[config.mk]
export PLATFORM = sky130hd
export DESIGN_NAME = bresenham_line_rasterizer_top
export DESIGN_NICKNAME = d
export VERILOG_FILES = /design/src/sv/bres_pkg.sv /design/src/sv/bresenham_line_rasterizer_top.sv
export SDC_FILE = /design/constraint.sdc
export NUM_CORES = 1
export LEC_CHECK = 0
export ABC_AREA = 1
export BUFFER_PORTS_ARGS = -buffer_cell sky130_fd_sc_hd__buf_2
export CORE_ASPECT_RATIO = 2
export CORE_MARGIN = 8
export CORE_UTILIZATION = 40
export DETAILED_ROUTE_END_ITERATION = 7
export SYNTH_ARGS = -nofsm -noshare
export SYNTH_HDL_FRONTEND = slang
export SYNTH_SLANG_ARGS = --single-unit
[constraint.sdc]
create_clock -name aclk -period 8.5 [get_ports aclk]
set_input_delay 2.55 -clock aclk [delete_from_list [all_inputs] [get_ports aclk]]
set_output_delay 2.55 -clock aclk [all_outputs]
set_load 0.03 [all_outputs]
[src/sv/bres_pkg.sv]
// Package for the Bresenham line rasteriser.
// Holds the field widths, the item kind codes and the point record type.
// No dependencies.
package bres_pkg;

    // Field widths.
    localparam int COORD_W   = 16;
    localparam int COLOUR_W  = 8;
    localparam int ERR_W     = 18;
    localparam int ADDR_W    = 16;

    // Stream payload widths.
    localparam int S_TDATA_W = 72;
    localparam int M_TDATA_W = 56;
    localparam int M_TUSER_W = 2;

    // Bit positions inside m_tuser.
    localparam int USER_VALID_BIT = 0;
    localparam int USER_WE_BIT    = 1;

    // Item kinds carried on s_tuser.
    localparam logic KIND_START   = 1'b0;
    localparam logic KIND_ADVANCE = 1'b1;

    // One rasterised point between the stepping stage and the output stage.
    typedef struct packed {
        logic                is_point;
        logic [COORD_W-1:0]  col;
        logic [COORD_W-1:0]  row;
        logic [COLOUR_W-1:0] colour;
        logic                is_last;
    } point_t;

endpackage

[src/sv/bresenham_line_rasterizer_top.sv]
// Top level of the Bresenham line rasteriser: stepping stage and output stage.
// Depends on bres_pkg.
//
// Channel   Direction  Beat contents
// s_        in         tuser: kind; tdata: start_x, start_y, end_x, end_y, colour
// m_        out        tuser: point_valid, write_enable; tlast: last;
//                      tdata: pixel_address, point_x, point_y, pixel_colour
//
// Every input transaction yields exactly one output transaction, via the point register
// and then the output register. One transaction is taken per clock while m_tready stays
// high; the rate is set by the error step (19-bit subtract and add, two compares) in the
// stepping stage. The address multiply by the screen width sits in the second stage.
// aresetn is synchronous and active low; both stages come out of reset empty.
// A stall on m_tready holds the output register; s_tready falls in the same cycle
// only when the point register is full as well, so one more transaction is taken.
module bresenham_line_rasterizer_top #(
    parameter int SCREEN_WIDTH  = 320,
    parameter int SCREEN_HEIGHT = 200
) (
    input  logic                            aclk,
    input  logic                            aresetn,
    input  logic                            s_tvalid,
    output logic                            s_tready,
    // tdata, from bit 0 up: start_x[15:0], start_y[15:0], end_x[15:0], end_y[15:0],
    // colour[7:0].
    input  logic [bres_pkg::S_TDATA_W-1:0]  s_tdata,
    // tuser: kind (0 start, 1 advance).
    input  logic                            s_tuser,
    output logic                            m_tvalid,
    input  logic                            m_tready,
    // tdata, from bit 0 up: pixel_address[15:0], point_x[15:0], point_y[15:0],
    // pixel_colour[7:0].
    output logic [bres_pkg::M_TDATA_W-1:0]  m_tdata,
    // tuser, from bit 0 up: point_valid, write_enable.
    output logic [bres_pkg::M_TUSER_W-1:0]  m_tuser,
    output logic                            m_tlast
);

    localparam int CW    = bres_pkg::COORD_W;
    localparam int EW    = bres_pkg::ERR_W;
    localparam int WW    = $clog2(SCREEN_WIDTH + 1);
    localparam int PW    = CW + WW;
    localparam logic [CW:0] WIDTH_LIM  = (CW+1)'(SCREEN_WIDTH);
    localparam logic [CW:0] HEIGHT_LIM = (CW+1)'(SCREEN_HEIGHT);

    // Line state.
    logic                            active_reg, active_next;
    logic [CW-1:0]                   cur_col_reg, cur_col_next;
    logic [CW-1:0]                   cur_row_reg, cur_row_next;
    logic [CW-1:0]                   tgt_col_reg, tgt_col_next;
    logic [CW-1:0]                   tgt_row_reg, tgt_row_next;
    logic [CW-1:0]                   dcol_reg, dcol_next;
    logic [CW-1:0]                   drow_reg, drow_next;
    logic                            neg_col_reg, neg_col_next;
    logic                            neg_row_reg, neg_row_next;
    logic signed [EW-1:0]            err_reg, err_next;
    logic [bres_pkg::COLOUR_W-1:0]   colour_reg, colour_next;

    // Pipeline registers.
    logic                            pt_valid_reg;
    bres_pkg::point_t                pt_reg, pt_next;
    logic                            m_valid_reg;
    logic [bres_pkg::M_TDATA_W-1:0]  m_data_reg, m_data_next;
    logic [bres_pkg::M_TUSER_W-1:0]  m_user_reg, m_user_next;
    logic                            m_last_reg, m_last_next;

    // Input field views.
    logic [CW-1:0]                   in_sx, in_sy, in_ex, in_ey;
    logic [bres_pkg::COLOUR_W-1:0]   in_colour;

    // Stepping signals.
    logic signed [EW:0]              twice, err_wide, neg_drow, dcol_s, drow_s;
    logic                            step_col, step_row;
    logic [CW-1:0]                   start_dcol, start_drow;

    // Output stage signals.
    logic                            on_screen;
    logic [PW-1:0]                   row_prod;
    logic [bres_pkg::ADDR_W-1:0]     addr;

    // Handshake.
    logic                            out_load, pt_load, s_accept;

    assign out_load = !m_valid_reg || m_tready;
    assign pt_load  = !pt_valid_reg || out_load;
    assign s_tready = pt_load;
    assign s_accept = s_tvalid && s_tready;

    assign in_sx     = s_tdata[CW-1:0];
    assign in_sy     = s_tdata[2*CW-1:CW];
    assign in_ex     = s_tdata[3*CW-1:2*CW];
    assign in_ey     = s_tdata[4*CW-1:3*CW];
    assign in_colour = s_tdata[4*CW+bres_pkg::COLOUR_W-1:4*CW];

    // Error step terms for an advance.
    assign twice    = {err_reg, 1'b0};
    assign dcol_s   = signed'({3'b000, dcol_reg});
    assign drow_s   = signed'({3'b000, drow_reg});
    assign neg_drow = -drow_s;
    assign step_col = twice > neg_drow;
    assign step_row = twice < dcol_s;
    assign err_wide = {err_reg[EW-1], err_reg} - (step_col ? drow_s : '0)
                      + (step_row ? dcol_s : '0);

    assign start_dcol = (in_ex > in_sx) ? in_ex - in_sx : in_sx - in_ex;
    assign start_drow = (in_ey > in_sy) ? in_ey - in_sy : in_sy - in_ey;

    // Next line state and the point produced by the accepted transaction.
    always_comb begin
        active_next  = active_reg;
        cur_col_next = cur_col_reg;
        cur_row_next = cur_row_reg;
        tgt_col_next = tgt_col_reg;
        tgt_row_next = tgt_row_reg;
        dcol_next    = dcol_reg;
        drow_next    = drow_reg;
        neg_col_next = neg_col_reg;
        neg_row_next = neg_row_reg;
        err_next     = err_reg;
        colour_next  = colour_reg;
        pt_next      = '0;
        if (s_tuser == bres_pkg::KIND_START) begin
            cur_col_next = in_sx;
            cur_row_next = in_sy;
            tgt_col_next = in_ex;
            tgt_row_next = in_ey;
            dcol_next    = start_dcol;
            drow_next    = start_drow;
            neg_col_next = !(in_sx < in_ex);
            neg_row_next = !(in_sy < in_ey);
            err_next     = signed'({2'b00, start_dcol}) - signed'({2'b00, start_drow});
            colour_next  = in_colour;
        end else if (active_reg) begin
            if (step_col) begin
                cur_col_next = neg_col_reg ? cur_col_reg - 1'b1 : cur_col_reg + 1'b1;
            end
            if (step_row) begin
                cur_row_next = neg_row_reg ? cur_row_reg - 1'b1 : cur_row_reg + 1'b1;
            end
            err_next = err_wide[EW-1:0];
        end
        if (s_tuser == bres_pkg::KIND_START || active_reg) begin
            pt_next.is_point = 1'b1;
            pt_next.col      = cur_col_next;
            pt_next.row      = cur_row_next;
            pt_next.colour   = colour_next;
            pt_next.is_last  = (cur_col_next == tgt_col_next) &&
                               (cur_row_next == tgt_row_next);
            active_next      = !pt_next.is_last;
        end
    end

    // Line state and point register.
    always_ff @(posedge aclk) begin
        if (!aresetn) begin
            active_reg   <= 1'b0;
            pt_valid_reg <= 1'b0;
        end else begin
            if (s_accept) begin
                active_reg <= active_next;
            end
            if (pt_load) begin
                pt_valid_reg <= s_accept;
            end
        end
        if (s_accept) begin
            cur_col_reg <= cur_col_next;
            cur_row_reg <= cur_row_next;
            tgt_col_reg <= tgt_col_next;
            tgt_row_reg <= tgt_row_next;
            dcol_reg    <= dcol_next;
            drow_reg    <= drow_next;
            neg_col_reg <= neg_col_next;
            neg_row_reg <= neg_row_next;
            err_reg     <= err_next;
            colour_reg  <= colour_next;
            pt_reg      <= pt_next;
        end
    end

    // Clipping and framebuffer address for the registered point.
    assign on_screen = pt_reg.is_point && ({1'b0, pt_reg.col} < WIDTH_LIM) &&
                       ({1'b0, pt_reg.row} < HEIGHT_LIM);
    assign row_prod  = pt_reg.row * WW'(SCREEN_WIDTH);
    assign addr      = on_screen ? row_prod[bres_pkg::ADDR_W-1:0] + pt_reg.col : '0;

    always_comb begin
        m_data_next = {pt_reg.colour, pt_reg.row, pt_reg.col, addr};
        m_user_next = '0;
        m_user_next[bres_pkg::USER_VALID_BIT] = pt_reg.is_point;
        m_user_next[bres_pkg::USER_WE_BIT]    = on_screen;
        m_last_next = pt_reg.is_last;
    end

    // Output register.
    always_ff @(posedge aclk) begin
        if (!aresetn) begin
            m_valid_reg <= 1'b0;
        end else if (out_load) begin
            m_valid_reg <= pt_valid_reg;
        end
        if (out_load) begin
            m_data_reg <= m_data_next;
            m_user_reg <= m_user_next;
            m_last_reg <= m_last_next;
        end
    end

    assign m_tvalid = m_valid_reg;
    assign m_tdata  = m_data_reg;
    assign m_tuser  = m_user_reg;
    assign m_tlast  = m_last_reg;

endmodule

# --- Yosys cells after proc, flatten, opt, wreduce, memory -nomap -nowiden ---
# Cells that the tools add are included.
totals:
  mem_count: 0
  mem_bits_ro: 0
  input_bits: 77
  ramBits: 0
  register_bits: 228
  latchBits: 0
  word_cells: 81
op_classes:
  n_addsub: 13
  bitwise: 1
  shift: 0
  muxes: 18
  order_cmp: 8
  multipliers: 1
  reduce_logical: 15
  n_eq_ne: 3
  div_mod_pow: 0
op_table:
  columns: ["op", "n"]
  rows:
  - ["2-to-1 mux 16 bit", 14]
  - ["subtractor 16 bit", 4]
  - ["2-to-1 mux 42 bit", 1]
  - ["2-to-1 mux 18 bit", 2]
  - ["adder 16 x 1 -> 16 bit (second input constant)", 2]
  - ["equality test 16 bit", 2]
  - ["greater-than comparator 16 bit", 2]
  - ["less-than comparator 16 bit", 2]
  - ["subtractor 16 x 1 -> 16 bit (second input constant)", 2]
  - ["greater-than comparator 19 bit", 1]
  - ["less-than comparator 19 x 17 -> 1 bit", 1]
  - ["negation 16 -> 19 bit", 1]
  - ["adder 18 x 16 -> 18 bit", 1]
  - ["subtractor 18 x 17 -> 18 bit", 1]
  - ["subtractor 16 x 16 -> 17 bit", 1]
  - ["adder 16 bit", 1]
  - ["less-than comparator 16 x 8 -> 1 bit (second input constant)", 1]
  - ["less-than comparator 16 x 9 -> 1 bit (second input constant)", 1]
  - ["multiplier 16 x 3 -> 10 bit (second input constant)", 1]
  - ["2-to-1 mux 8 bit", 1]
  - ["AND reduction 2 bit", 3]
  - ["zero test 1 bit", 5]
  - ["logical AND 1 bit", 4]
  - ["logical OR 1 bit", 3]
  - ["2 further kinds", 2]

# --- Depth between registers and ports, before layout ---
# Gate-level depths: netlist of the first run.
logic_depth:
  word_depth: 8
  mapped_depth: 40
  depth_no_buf: 39

# --- Worst setup path before layout of the first run ---
# Ideal clock, no wire load.
synth_path:
  path_type: "in2reg"
  from: "input port s_tdata[48] (netlist name)"
  to: "register err_reg[12], data pin"
  required_ps: 8240
  t_arrival_ps: 6684
  setup_ps: 260
  cell_stages: 31
  n_path_buf: 2
  slack_ps: 1556
  cell_sequence: "inv_1 -> ha_1 -> inv_1 -> fa_1 -> inv_1 -> o21ai_0 -> a21boi_0 -> o21ai_0 -> nand2_1 -> nand3_1 -> nand2_1 -> buf_2 -> buf_2 -> nand2_1 -> o21ai_0 -> xor2_1 -> inv_1 -> ha_1 -> inv_1 -> o31ai_1 -> inv_1 -> o21ai_0 -> inv_1 -> o21ai_0 -> nand3_1 -> nand2_1 -> a21o_1 -> a21oi_1 -> or2_2 -> nand3_1 -> o21ai_0"
synth_via:
  elab_chain_len: 4
  elab_cells_between_ends: 6
synth_rtl:
  columns: ["element", "line_no", "source"]
  rows:
  - ["from (decl)", "bresenham_line_rasterizer_top.sv:26", "input logic [bres_pkg::S_TDATA_W-1:0] s_tdata,"]
  - ["subtractor 16 bit or greater-than comparator 16 bit (tied branches)", "bresenham_line_rasterizer_top.sv:106", "assign start_drow = (in_ey > in_sy) ? in_ey - in_sy : in_sy - in_ey;"]
  - ["2-to-1 mux 16 bit (*)", "bresenham_line_rasterizer_top.sv:106", null]
  - ["net start_drow[2]", "bresenham_line_rasterizer_top.sv:74", "logic [CW-1:0] start_dcol, start_drow;"]
  - ["subtractor 16 x 16 -> 17 bit (*)", "bresenham_line_rasterizer_top.sv:131", "err_next = signed'({2'b00, start_dcol}) - signed'({2'b00, start_drow});"]
  - ["2-to-1 mux 18 bit (*)", "bresenham_line_rasterizer_top.sv:122", "if (s_tuser == bres_pkg::KIND_START) begin"]
  - ["net err_next[12]", "bresenham_line_rasterizer_top.sv:56", "logic signed [EW-1:0] err_reg, err_next;"]
  - ["to (signal assigned)", "bresenham_line_rasterizer_top.sv:175", "err_reg <= err_next;"]
  - ["to (decl)", "bresenham_line_rasterizer_top.sv:56", null]
# The timed path passes the listed nets; every way through them passes the cells marked *.
# A chain may end at the register's enable or synchronous reset.

# --- Worst setup path in the final report of the first run ---
layout_path:
  from: "register drow_reg[2]"
  to: "register err_reg[17], data pin"
layout_via:
  elab_chain_len: 7
layout_rtl:
  columns: ["element", "line_no", "source"]
  rows:
  - ["from (decl)", "bresenham_line_rasterizer_top.sv:53", "logic [CW-1:0] drow_reg, drow_next;"]
  - ["from (signal assigned)", "bresenham_line_rasterizer_top.sv:172", "drow_reg <= drow_next;"]
  - ["negation 16 -> 19 bit", "bresenham_line_rasterizer_top.sv:99", "assign neg_drow = -drow_s;"]
  - ["greater-than comparator 19 bit", "bresenham_line_rasterizer_top.sv:100", "assign step_col = twice > neg_drow;"]
  - ["2-to-1 mux 16 bit (*)", "bresenham_line_rasterizer_top.sv:102", "assign err_wide = {err_reg[EW-1], err_reg} - (step_col ? drow_s : '0)"]
  - ["subtractor 18 x 17 -> 18 bit (*)", "bresenham_line_rasterizer_top.sv:102", null]
  - ["adder 18 x 16 -> 18 bit (*)", "bresenham_line_rasterizer_top.sv:103", "+ (step_row ? dcol_s : '0);"]
  - ["2-to-1 mux 18 bit (*)", "bresenham_line_rasterizer_top.sv:133", "end else if (active_reg) begin"]
  - ["2-to-1 mux 18 bit (*)", "bresenham_line_rasterizer_top.sv:122", null]
  - ["net err_next[17]", "bresenham_line_rasterizer_top.sv:56", null]
# The timed path passes the listed nets; every way through them passes the cells marked *. The select of a mux whose other input is x is not followed.

==> impl_metrics.env, run 1 <==
export IMPL_synth_area_mm2=0.01785
export IMPL_grt_use_met1_pct=20.75
export IMPL_rsz0062_at_grt="false"
export IMPL_io_buffer_count=137
export IMPL_antenna_found_initial=3
export IMPL_p_per_area_mw_per_mm2=257.3
export IMPL_worst_clock_skew_ns=0.02803
export IMPL_gr_total_overflow=0
export IMPL_fill_cells=4416
export IMPL_cp_max_fo=11
export IMPL_setup_ws_ns=0.7860
export IMPL_synth_cell_types=52
export IMPL_clock_latency_ns=0.55
export IMPL_ant_nets=0
export IMPL_setup_violations=0
export IMPL_synth_edf_count=225
export IMPL_clockRootBuffer="clkbuf_16"
export IMPL_cts_buffers=23
export IMPL_largest_reg_flops=56
export IMPL_synthTopCellsByArea="edfxtp_1 (38%), ha_1 (13%), nand2_1 (11%), inv_1 (8.2%), a21oi_1 (4.6%)"
export IMPL_outcome="finished clean"
export IMPL_critPathCaptureType="flop"
export IMPL_drive_above_1_share_pct=11.06
export IMPL_postCtsResizedCells=0
export IMPL_max_cap_violations=0
export IMPL_cp_startpoint="drow_reg[2]$_DFFE_PP_"
export IMPL_grt_pass1_vias=15770
export IMPL_drcViolationCount=0
export IMPL_synth_largest_area_cell="edfxtp_1"
export IMPL_synth_most_common_cell="nand2_1"
export IMPL_regToRegEndpoint="err_reg[17]$_DFFE_PP_"
export IMPL_die_height_um=314.7
export IMPL_synthFlopType="edfxtp_1"
export IMPL_rr_startpoint="drow_reg[2]$_DFFE_PP_"
export IMPL_p_leak_nw=9.956
export IMPL_cp_endpoint="err_reg[17]$_DFFE_PP_"
export IMPL_hold_class="flop to flop"
export IMPL_drtIter0Drc=667
export IMPL_htreeDepth=1
export IMPL_period_share_pct=90.75
export IMPL_dr_pass1_iters=6
export IMPL_pin_count=138
export IMPL_place_ws_ns=0.6204
export IMPL_tightest_slew_ns=1.090
export IMPL_postCtsHoldBufs=0
export IMPL_clockBufferDepth=3
export IMPL_dieWidth_um=165.4
export IMPL_vias=15210
export IMPL_area_growth_synth_to_final_pct=12.25
export IMPL_crit_type="flop to flop"
export IMPL_fmax_mhz=129.6
export IMPL_grt_start_max_net_pins=63
export IMPL_place_congestion=0.9484
export IMPL_grt_pass1_wl_mm=84.28
export IMPL_use_met2_pct=40.59
export IMPL_dieArea_mm2=0.05204
export IMPL_ys_seq_elements=228
export IMPL_period_needed_ns=7.714
export IMPL_synth_top_cell_area_share_pct=37.86
export IMPL_wl_per_cell_um=18.80
export IMPL_grt_use_total_pct=21.12
export IMPL_setup_worst_path_start_class="flop"
export IMPL_num_rows=109
export IMPL_ff2ff_path_depth=26
export IMPL_tns_ns=0
export IMPL_max_slew_margin_pct=27.14
export IMPL_crit_arrival_ns=8.01
export IMPL_crit_required_ns=8.80
export IMPL_core_area_mm2=0.04419
export IMPL_cts_sinks=228
export IMPL_yosysSeqAreaShare_pct=38.20
export IMPL_ys_async_sr_fraction_pct=0
export IMPL_vias_per_cell=5.199
export IMPL_initial_core_util_pct=40.39
export IMPL_synthesis_nets=2494
export IMPL_hpwl_mm=44.28
export IMPL_finalHoldViolCount=0
export IMPL_grt_busiest_layer="met2"
export IMPL_ys_warn_count=0
export IMPL_met3_usage_pct=2.038
export IMPL_synth_common_cells="nand2_1 (513), inv_1 (389), edfxtp_1 (225)"
export IMPL_final_max_slew_viol_count=0
export IMPL_postCtsSetupRepairBufs=0
export IMPL_num_nets_final=2637
export IMPL_ir_drop_mv=0.1301
export IMPL_syn_instance_count=2209
export IMPL_path_clk_slew_ns=0.07
export IMPL_rrSetupSlack_ns=0.79
export IMPL_postSynthAreaPerCell_um2=8.079
export IMPL_wl_mm=55.02
export IMPL_cts_tree="done"
## cell families (layout without fill, tap and decap cells)
group	after synthesis	in the layout	synth area share, %
buffers and inverters	427	587	9.107
adder cells (fa/ha/maj)	208	208	15.63
AND/OR/NAND/NOR	905	905	21.61
AO/OA/AOI/OAI	348	348	10.76
multiplexers	16	16	0.9184
XOR/XNOR	77	77	3.779
flip-flops	228	228	38.20
other	0	2	0
## worst min path at each step
stage                             startpoint                     to  slack, ns  cells past startpoint
5_1_grt        m_data_next[52]$_SDFFCE_PP0P_  m_tdata[52]$_DFFE_PP_       0.43                      0
3_3_place_gp   m_data_next[54]$_SDFFCE_PP0P_  m_tdata[54]$_DFFE_PP_       0.40                      0
2_1_floorplan  m_data_next[48]$_SDFFCE_PP0P_  m_tdata[48]$_DFFE_PP_       0.40                      0
3_5_place_dp   m_data_next[52]$_SDFFCE_PP0P_  m_tdata[52]$_DFFE_PP_       0.41                      0
6_report       m_data_next[49]$_SDFFCE_PP0P_  m_tdata[49]$_DFFE_PP_       0.42                      0
4_1_cts        m_data_next[52]$_SDFFCE_PP0P_  m_tdata[52]$_DFFE_PP_       0.42                      0
## area by class of cell
type,instances,area (um^2),share of cell area (%)
multi-input combinational,1554,9422,47.03
clock buffer,23,575.6,2.873
clock inverter,19,232.7,1.162
tap,555,694.4,3.467
sequential,228,6817,34.03
inverter,391,1470,7.339
timing repair buffer,154,815.8,4.072
antenna,2,5.005,0.02498
## layout by cell type (no fill, tap or decap), types with 4 or more instances in the layout
cell type / Yosys / final
nand2_1: 513 / 512
inv_1: 389 / 388
edfxtp_1: 225 / 225
ha_1: 183 / 183
nor2_1: 165 / 163
a21oi_1: 163 / 163
buf_2: 9 / 136
o21ai_0: 121 / 121
nand3_1: 117 / 117
xor2_1: 56 / 56
or2_2: 33 / 33
fa_1: 25 / 25
clkbuf_16: 0 / 23
xnor2_1: 21 / 21
nand4_1: 20 / 20
buf_4: 1 / 18
nor3_1: 16 / 16
nand2_2: 13 / 14
mux2i_1: 13 / 13
a21o_1: 12 / 12
o21bai_1: 8 / 8
o31ai_1: 7 / 7
nand3_2: 7 / 7
o221ai_1: 6 / 6
nor4_1: 6 / 6
a21boi_0: 5 / 5
o21a_1: 5 / 5
o211ai_1: 4 / 4
a31oi_1: 4 / 4
inv_6: 0 / 4
bufinv_16: 0 / 4
clkinv_4: 0 / 4
## per-stage QoR
| stage | hold slack [ns] | cells | total power, mW | utilization, % | area (um^2) |
|---|---|---|---|---|---|
| 6_report | 0.4217 | 2926 | 5.155 | 45.33 | 20030 |
| 3_5_place_dp | 0.4070 | 2882 | 4.053 | 43.49 | 19220 |
| 5_1_grt | 0.4319 | 2925 | 5.568 | 45.33 | 20030 |
| 3_3_place_gp | 0.4017 | 2882 | 4.005 | 43.49 | 19220 |
| 2_1_floorplan | 0.4003 | 2209 | 3.322 | - | 17850 |
| 4_1_cts | 0.4228 | 2924 | 5.196 | 45.32 | 20030 |
## power breakdown
| group | switching (mW) | total [mW] | internal [mW] |
|---|---|---|---|
| registers | 0.0964 | 1.53 | 1.43 |
| logic | 1.62 | 2.51 | 0.891 |
| clock network | 0.494 | 1.12 | 0.630 |
## critical path, cell delays in order, from the launching register on
cell	delay, ns
edfxtp_1	0.42
nor3_1	0.38
nand3_1	0.21
nor3_1	0.35
nand3_1	0.19
nor3_1	0.49
nand3_1	0.26
xor2_1	0.21
ha_1	0.33
nand4_1	0.22
nor4_1	0.59
buf_4	0.24
nand2_2	0.07
nand2_1	0.32
buf_4	0.27
nor2_1	0.09
fa_1	0.52
inv_1	0.05
ha_1	0.30
inv_1	0.10
nor4_1	0.46
nor3b_1	0.62
nand3_1	0.27
nand3_1	0.29
xnor2_1	0.10
nand2_1	0.06
nand2_1	0.05
## metal layers
layer	vias up	part of all wire [%]
met3	143	3.5
met1	7140	35
li1	7558	-
met5	-	0.024
met4	2	7.0
met2	368	54
(Power assumes the default switching activity.)
==> run 2: changes to the inputs <==
--- a/config.mk
+++ b/config.mk
@@ -11,6 +11,7 @@
 export CORE_MARGIN = 8
 export CORE_UTILIZATION = 40
 export DETAILED_ROUTE_END_ITERATION = 7
+export SETUP_SLACK_MARGIN = 0.4
 export SYNTH_ARGS = -nofsm -noshare
 export SYNTH_HDL_FRONTEND = slang
 export SYNTH_SLANG_ARGS = --single-unit
==> constraint.sdc (replaced) <==
create_clock -name aclk -period 8.1 [get_ports aclk]
set_input_delay 2.43 -clock aclk [delete_from_list [all_inputs] [get_ports aclk]]
set_output_delay 2.43 -clock aclk [all_outputs]
set_load 0.03 [all_outputs]
==> impl_metrics.env, run 2 (synthesis gave the netlist of run 1 again) <==
export IMPL_outcome="finished clean"
export IMPL_rr_startpoint="drow_reg[0]$_DFFE_PP_"
export IMPL_final_cells=2940
export IMPL_cp_common_cell="nand2_1"
export IMPL_place_congestion=0.9530
export IMPL_grt_pass1_vias=15850
export IMPL_drive_above_1_share_pct=11.71
export IMPL_setup_ws_ns=0.8817
export IMPL_slowest_delay_ns=0.38
export IMPL_wl_per_cell_um=18.57
export IMPL_path_delay_family="compound AO/OA/AOI/OAI gates"
export IMPL_cp_endpoint="err_reg[15]$_DFFE_PP_"
export IMPL_hold_ws_ns=0.4198
export IMPL_fin_area_mm2=0.02016
export IMPL_gr_total_overflow=0
export IMPL_ff2ff_path_depth=38
export IMPL_min_from="m_data_next[51]$_SDFFCE_PP0P_"
export IMPL_crit_cells=29
export IMPL_initial_core_util_pct=40.39
export IMPL_period_needed_ns=7.218
export IMPL_core_area_mm2=0.04419
export IMPL_vias_per_cell=5.204
export IMPL_regArea_mm2=0.006817
export IMPL_drtIter0Drc=824
export IMPL_place_ws_ns=0.3599
export IMPL_hold_class="flop to flop"
export IMPL_max_slew_margin_pct=29.18
export IMPL_clockBufferDepth=3
export IMPL_period_share_pct=89.11
export IMPL_grt_pass1_wl_mm=84.45
export IMPL_rsz0062_at_grt="false"
export IMPL_clock_latency_ns=0.56
export IMPL_clockRootBuffer="clkbuf_16"
export IMPL_p_leak_nw=10.03
export IMPL_power_mw=5.518
export IMPL_fill_cells=4458
export IMPL_drcViolationCount=0
export IMPL_mostFrequentLayoutCell="nand2_1"
export IMPL_fmax_mhz=138.5
export IMPL_finalHoldViolCount=0
export IMPL_multi_input_area_mm2=0.009450
export IMPL_dieArea_mm2=0.05204
export IMPL_htreeDepth=1
export IMPL_crit_required_ns=8.41
export IMPL_path_buf_inv=5
export IMPL_grt_use_total_pct=21.05
export IMPL_num_nets_final=2651
export IMPL_vias=15300
export IMPL_cp_startpoint="s_tdata[32]"
export IMPL_area_growth_synth_to_final_pct=12.96
export IMPL_hpwl_mm=44.05
export IMPL_io_buffer_count=137
export IMPL_critPathCaptureType="flop"
export IMPL_cts_tree="done"
export IMPL_largest_reg_flops=56
export IMPL_crit_arrival_ns=7.53
export IMPL_regToRegEndpoint="err_reg[14]$_DFFE_PP_"
export IMPL_worst_clock_skew_ns=0.03285
export IMPL_p_per_area_mw_per_mm2=273.7
export IMPL_mostFrequentLayoutCells="nand2_1 (512), inv_1 (388), edfxtp_1 (225)"
export IMPL_cp_max_fo=14
export IMPL_placedCellCount=2896
export IMPL_dr_pass1_iters=5
export IMPL_crit_type="primary input to flop"
export IMPL_die_height_um=314.7
export IMPL_cts_sinks=228
export IMPL_critPathSlowestCell="fa_1"
export IMPL_wl_mm=54.59
export IMPL_ant_nets=0
export IMPL_pin_count=138
export IMPL_num_rows=109
export IMPL_rrSetupSlack_ns=1.03
export IMPL_placed_cell_area_mm2=0.01932
export IMPL_tns_ns=0
export IMPL_cts_buffers=23
export IMPL_grt_start_max_net_pins=68
export IMPL_ir_drop_mv=0.1538
export IMPL_path_clk_slew_ns=0.07
export IMPL_utilization_pct=45.62
export IMPL_setup_worst_path_start_class="primary input"
export IMPL_tightest_slew_ns=1.060
export IMPL_dieWidth_um=165.4
export IMPL_antenna_found_initial=4
export IMPL_setup_violations=0
export IMPL_final_max_slew_viol_count=0
export IMPL_max_cap_violations=0
-- run 2: changes by cell type in the layout (fill, tap and decap cells not counted), moves of 2 or more --
cell	delta
buf_4	+14
nor3_1	-2
nor4_1	-2
clkinvlp_4	-2
nor4_2	+2
-- run 2: power by group --
group | switching (mW) | internal, mW
logic | 1.72 | 1.03
clock network | 0.508 | 0.659
registers | 0.100 | 1.50
-- run 2: routing by layer --
metal  GRT usage (%)  wire [um]
met1           20.33      18910
met2           40.39      29670
met3           2.443       2163
met4           13.94       3837
met5               0         10
-- run 2: repair_timing --
action | CTS | global route
resized for setup | 0 | 5
buffers inserted | 0 | 0
endpoints found under the setup margin | 0 | 5
hold buffers | 0 | 0
-- run 2: final cells by class --
type                    count  share of cell area, %
multi-input cells        1554                  46.88
flip-flops and latches    228                  33.82
inverters                 391                  7.293
repair buffers            168                  4.568
well taps                 555                  3.445
clock buffers              24                  2.874
clock inverters            17                  1.086
diodes                      3                0.03724
-- run 2: worst min path at each step --
stage               slack, ns                    end  cells past startpoint
finish                   0.42  m_tdata[51]$_DFFE_PP_                      0
global route             0.43  m_tdata[51]$_DFFE_PP_                      0
CTS                      0.42  m_tdata[50]$_DFFE_PP_                      0
detailed placement       0.41  m_tdata[51]$_DFFE_PP_                      0
global placement         0.40  m_tdata[50]$_DFFE_PP_                      0
floorplan                0.40  m_tdata[48]$_DFFE_PP_                      0
==> run 3: changes to the inputs <==
--- a/config.mk
+++ b/config.mk
@@ -11,6 +11,7 @@
 export CORE_MARGIN = 8
 export CORE_UTILIZATION = 40
 export DETAILED_ROUTE_END_ITERATION = 7
+export RECOVER_POWER = 100
 export SETUP_SLACK_MARGIN = 0.4
 export SYNTH_ARGS = -nofsm -noshare
 export SYNTH_HDL_FRONTEND = slang
==> impl_metrics.env, run 3 (synthesis gave the netlist of run 1 again) <==
export IMPL_htreeDepth=1
export IMPL_hpwl_mm=44.05
export IMPL_num_nets_final=2651
export IMPL_drtIter0Drc=721
export IMPL_period_share_pct=93.85
export IMPL_vias=15310
export IMPL_clockBufferDepth=3
export IMPL_min_from="m_data_next[51]$_SDFFCE_PP0P_"
export IMPL_hold_ws_ns=0.4199
export IMPL_place_congestion=0.9530
export IMPL_initial_core_util_pct=40.39
export IMPL_cts_tree="done"
export IMPL_holdPathEnd="m_tdata[51]$_DFFE_PP_"
export IMPL_slowest_delay_ns=0.60
export IMPL_failed_checks="capacitance limit, slew limit"
export IMPL_cts_sinks=228
export IMPL_ant_nets=0
export IMPL_ir_drop_mv=0.1517
export IMPL_tightest_slew_ns=3.255
export IMPL_vias_per_cell=5.207
export IMPL_p_per_area_mw_per_mm2=275.4
export IMPL_rsz0062_at_grt="false"
export IMPL_cp_common_cell="nand2_1"
export IMPL_outcome="finished, violations left"
export IMPL_dieWidth_um=165.4
export IMPL_area_growth_synth_to_final_pct=11.98
export IMPL_cp_max_fo=14
export IMPL_pin_count=138
export IMPL_critPathSlowestCell="clkbuf_1"
export IMPL_hold_class="flop to flop"
export IMPL_clock_latency_ns=0.56
export IMPL_gr_total_overflow=0
export IMPL_wl_mm=54.59
export IMPL_rr_startpoint="drow_reg[0]$_DFFE_PP_"
export IMPL_io_buffer_count=137
export IMPL_finalHoldViolCount=0
export IMPL_clockRootBuffer="clkbuf_16"
export IMPL_setup_ws_ns=0.4984
export IMPL_critPathCaptureType="flop"
export IMPL_tns_ns=0
export IMPL_rrSetupSlack_ns=0.82
export IMPL_grt_use_total_pct=21.05
export IMPL_dr_pass1_iters=5
export IMPL_num_rows=109
export IMPL_crit_type="primary input to flop"
export IMPL_grt_pass1_vias=15850
export IMPL_fill_cells=4515
export IMPL_dieArea_mm2=0.05204
export IMPL_mostFrequentLayoutCells="nand2_1 (515), inv_1 (389), edfxtp_1 (225)"
export IMPL_regToRegEndpoint="err_reg[14]$_DFFE_PP_"
export IMPL_period_needed_ns=7.602
export IMPL_drcViolationCount=0
export IMPL_max_slew_margin_pct=-117.0
export IMPL_place_ws_ns=0.3599
export IMPL_crit_arrival_ns=7.90
export IMPL_fmax_mhz=131.6
export IMPL_core_area_mm2=0.04419
export IMPL_setup_worst_path_start_class="primary input"
export IMPL_crit_required_ns=8.40
export IMPL_final_max_slew_viol_count=337
export IMPL_p_leak_nw=9.763
export IMPL_grt_pass1_wl_mm=84.45
export IMPL_setup_violations=0
export IMPL_fin_area_mm2=0.01998
export IMPL_drive_above_1_share_pct=8.060
export IMPL_grt_start_max_net_pins=68
export IMPL_max_cap_violations=6
export IMPL_cts_buffers=23
export IMPL_largest_reg_flops=56
export IMPL_mostFrequentLayoutCell="nand2_1"
export IMPL_die_height_um=314.7
export IMPL_path_clk_slew_ns=0.07
export IMPL_wl_per_cell_um=18.57
export IMPL_ff2ff_path_depth=38
export IMPL_worst_clock_skew_ns=0.03392
export IMPL_min_path_cells=0
export IMPL_placed_cell_area_mm2=0.01932
export IMPL_antenna_found_initial=4
==> run 3: cell count changes in the layout (fill, tap and decap cells not counted), sizes merged <==
cell / previous run / this run
clkinvlp: 0 / 1
inv: 396 / 395
buf: 168 / 93
clkbuf: 24 / 99
==> run 3: where the power goes <==
group | total, mW | leakage (nW) | internal, mW | switching [mW]
clock | 1.17 | 0.393 | 0.659 | 0.507
combinational | 2.73 | 7.09 | 1.02 | 1.71
sequential | 1.60 | 2.28 | 1.50 | 0.101
==> run 3: how the worst max path moves through the flow <==
stage | from | end | slack [ns] | depth (start not counted)
after global routing | drow_reg[0]$_DFFE_PP_ | err_reg[14]$_DFFE_PP_ | 0.23 | 38
after CTS | drow_reg[0]$_DFFE_PP_ | err_reg[14]$_DFFE_PP_ | 0.60 | 38
after global placement | s_tdata[32] | err_reg[15]$_DFFE_PP_ | 0.46 | 29
final | s_tdata[32] | err_reg[15]$_DFFE_PP_ | 0.50 | 29
after detailed placement | s_tdata[32] | err_reg[15]$_DFFE_PP_ | 0.36 | 29
after floorplan | s_tdata[48] | err_reg[12]$_DFFE_PP_ | 1.28 | 31
==> run 3: area by class of cell <==
class                           instances  area (um^2)  area share, %
Antenna cell                            3        7.507        0.03757
Clock buffer                           24        579.3          2.899
Clock inverter                         17        219.0          1.096
Inverter                              391         1469          7.350
Multi-Input combinational cell       1554         9398          47.03
Sequential cell                       228         6817          34.11
Tap cell                              555        694.4          3.475
Timing Repair Buffer                  168        800.8          4.007
==> run 3: metal layers <==
layer	wire length [um]	GRT usage, %	share of wire [%]
met3	2069	2.443	3.8
met1	18960	20.33	35
met2	29800	40.39	55
met5	10	0	0.018
met4	3746	13.94	6.9
==> run 3: worst max-delay path, delay by kind of cell <==
family / cells / cell delay (ns)
buffers and inverters: 5 / 0.97
AOI/OAI and AO/OA: 8 / 1.68
and+or+nand+nor: 11 / 1.12
xor gates and xnor gates: 1 / 0.33
adders and majority gates: 3 / 0.94
muxes: 1 / 0.42
==> run 3: stage by stage <==
| step | utilization (%) | cells | power (mW) |
|---|---|---|---|
| 6_report | 45.23 | 2940 | 5.504 |
| 5_1_grt | 45.21 | 2938 | 5.932 |
| 4_1_cts | 45.54 | 2937 | 5.543 |
| 3_5_place_dp | 43.73 | 2896 | 4.356 |
| 3_3_place_gp | 43.73 | 2896 | 4.318 |
| 2_1_floorplan | - | 2209 | 3.486 |
==> run 3: repair_timing <==
item	in CTS	in global routing
resized for setup	0	5
endpoints found under the setup margin	0	5
buffers inserted	0	0
hold buffers	0	0
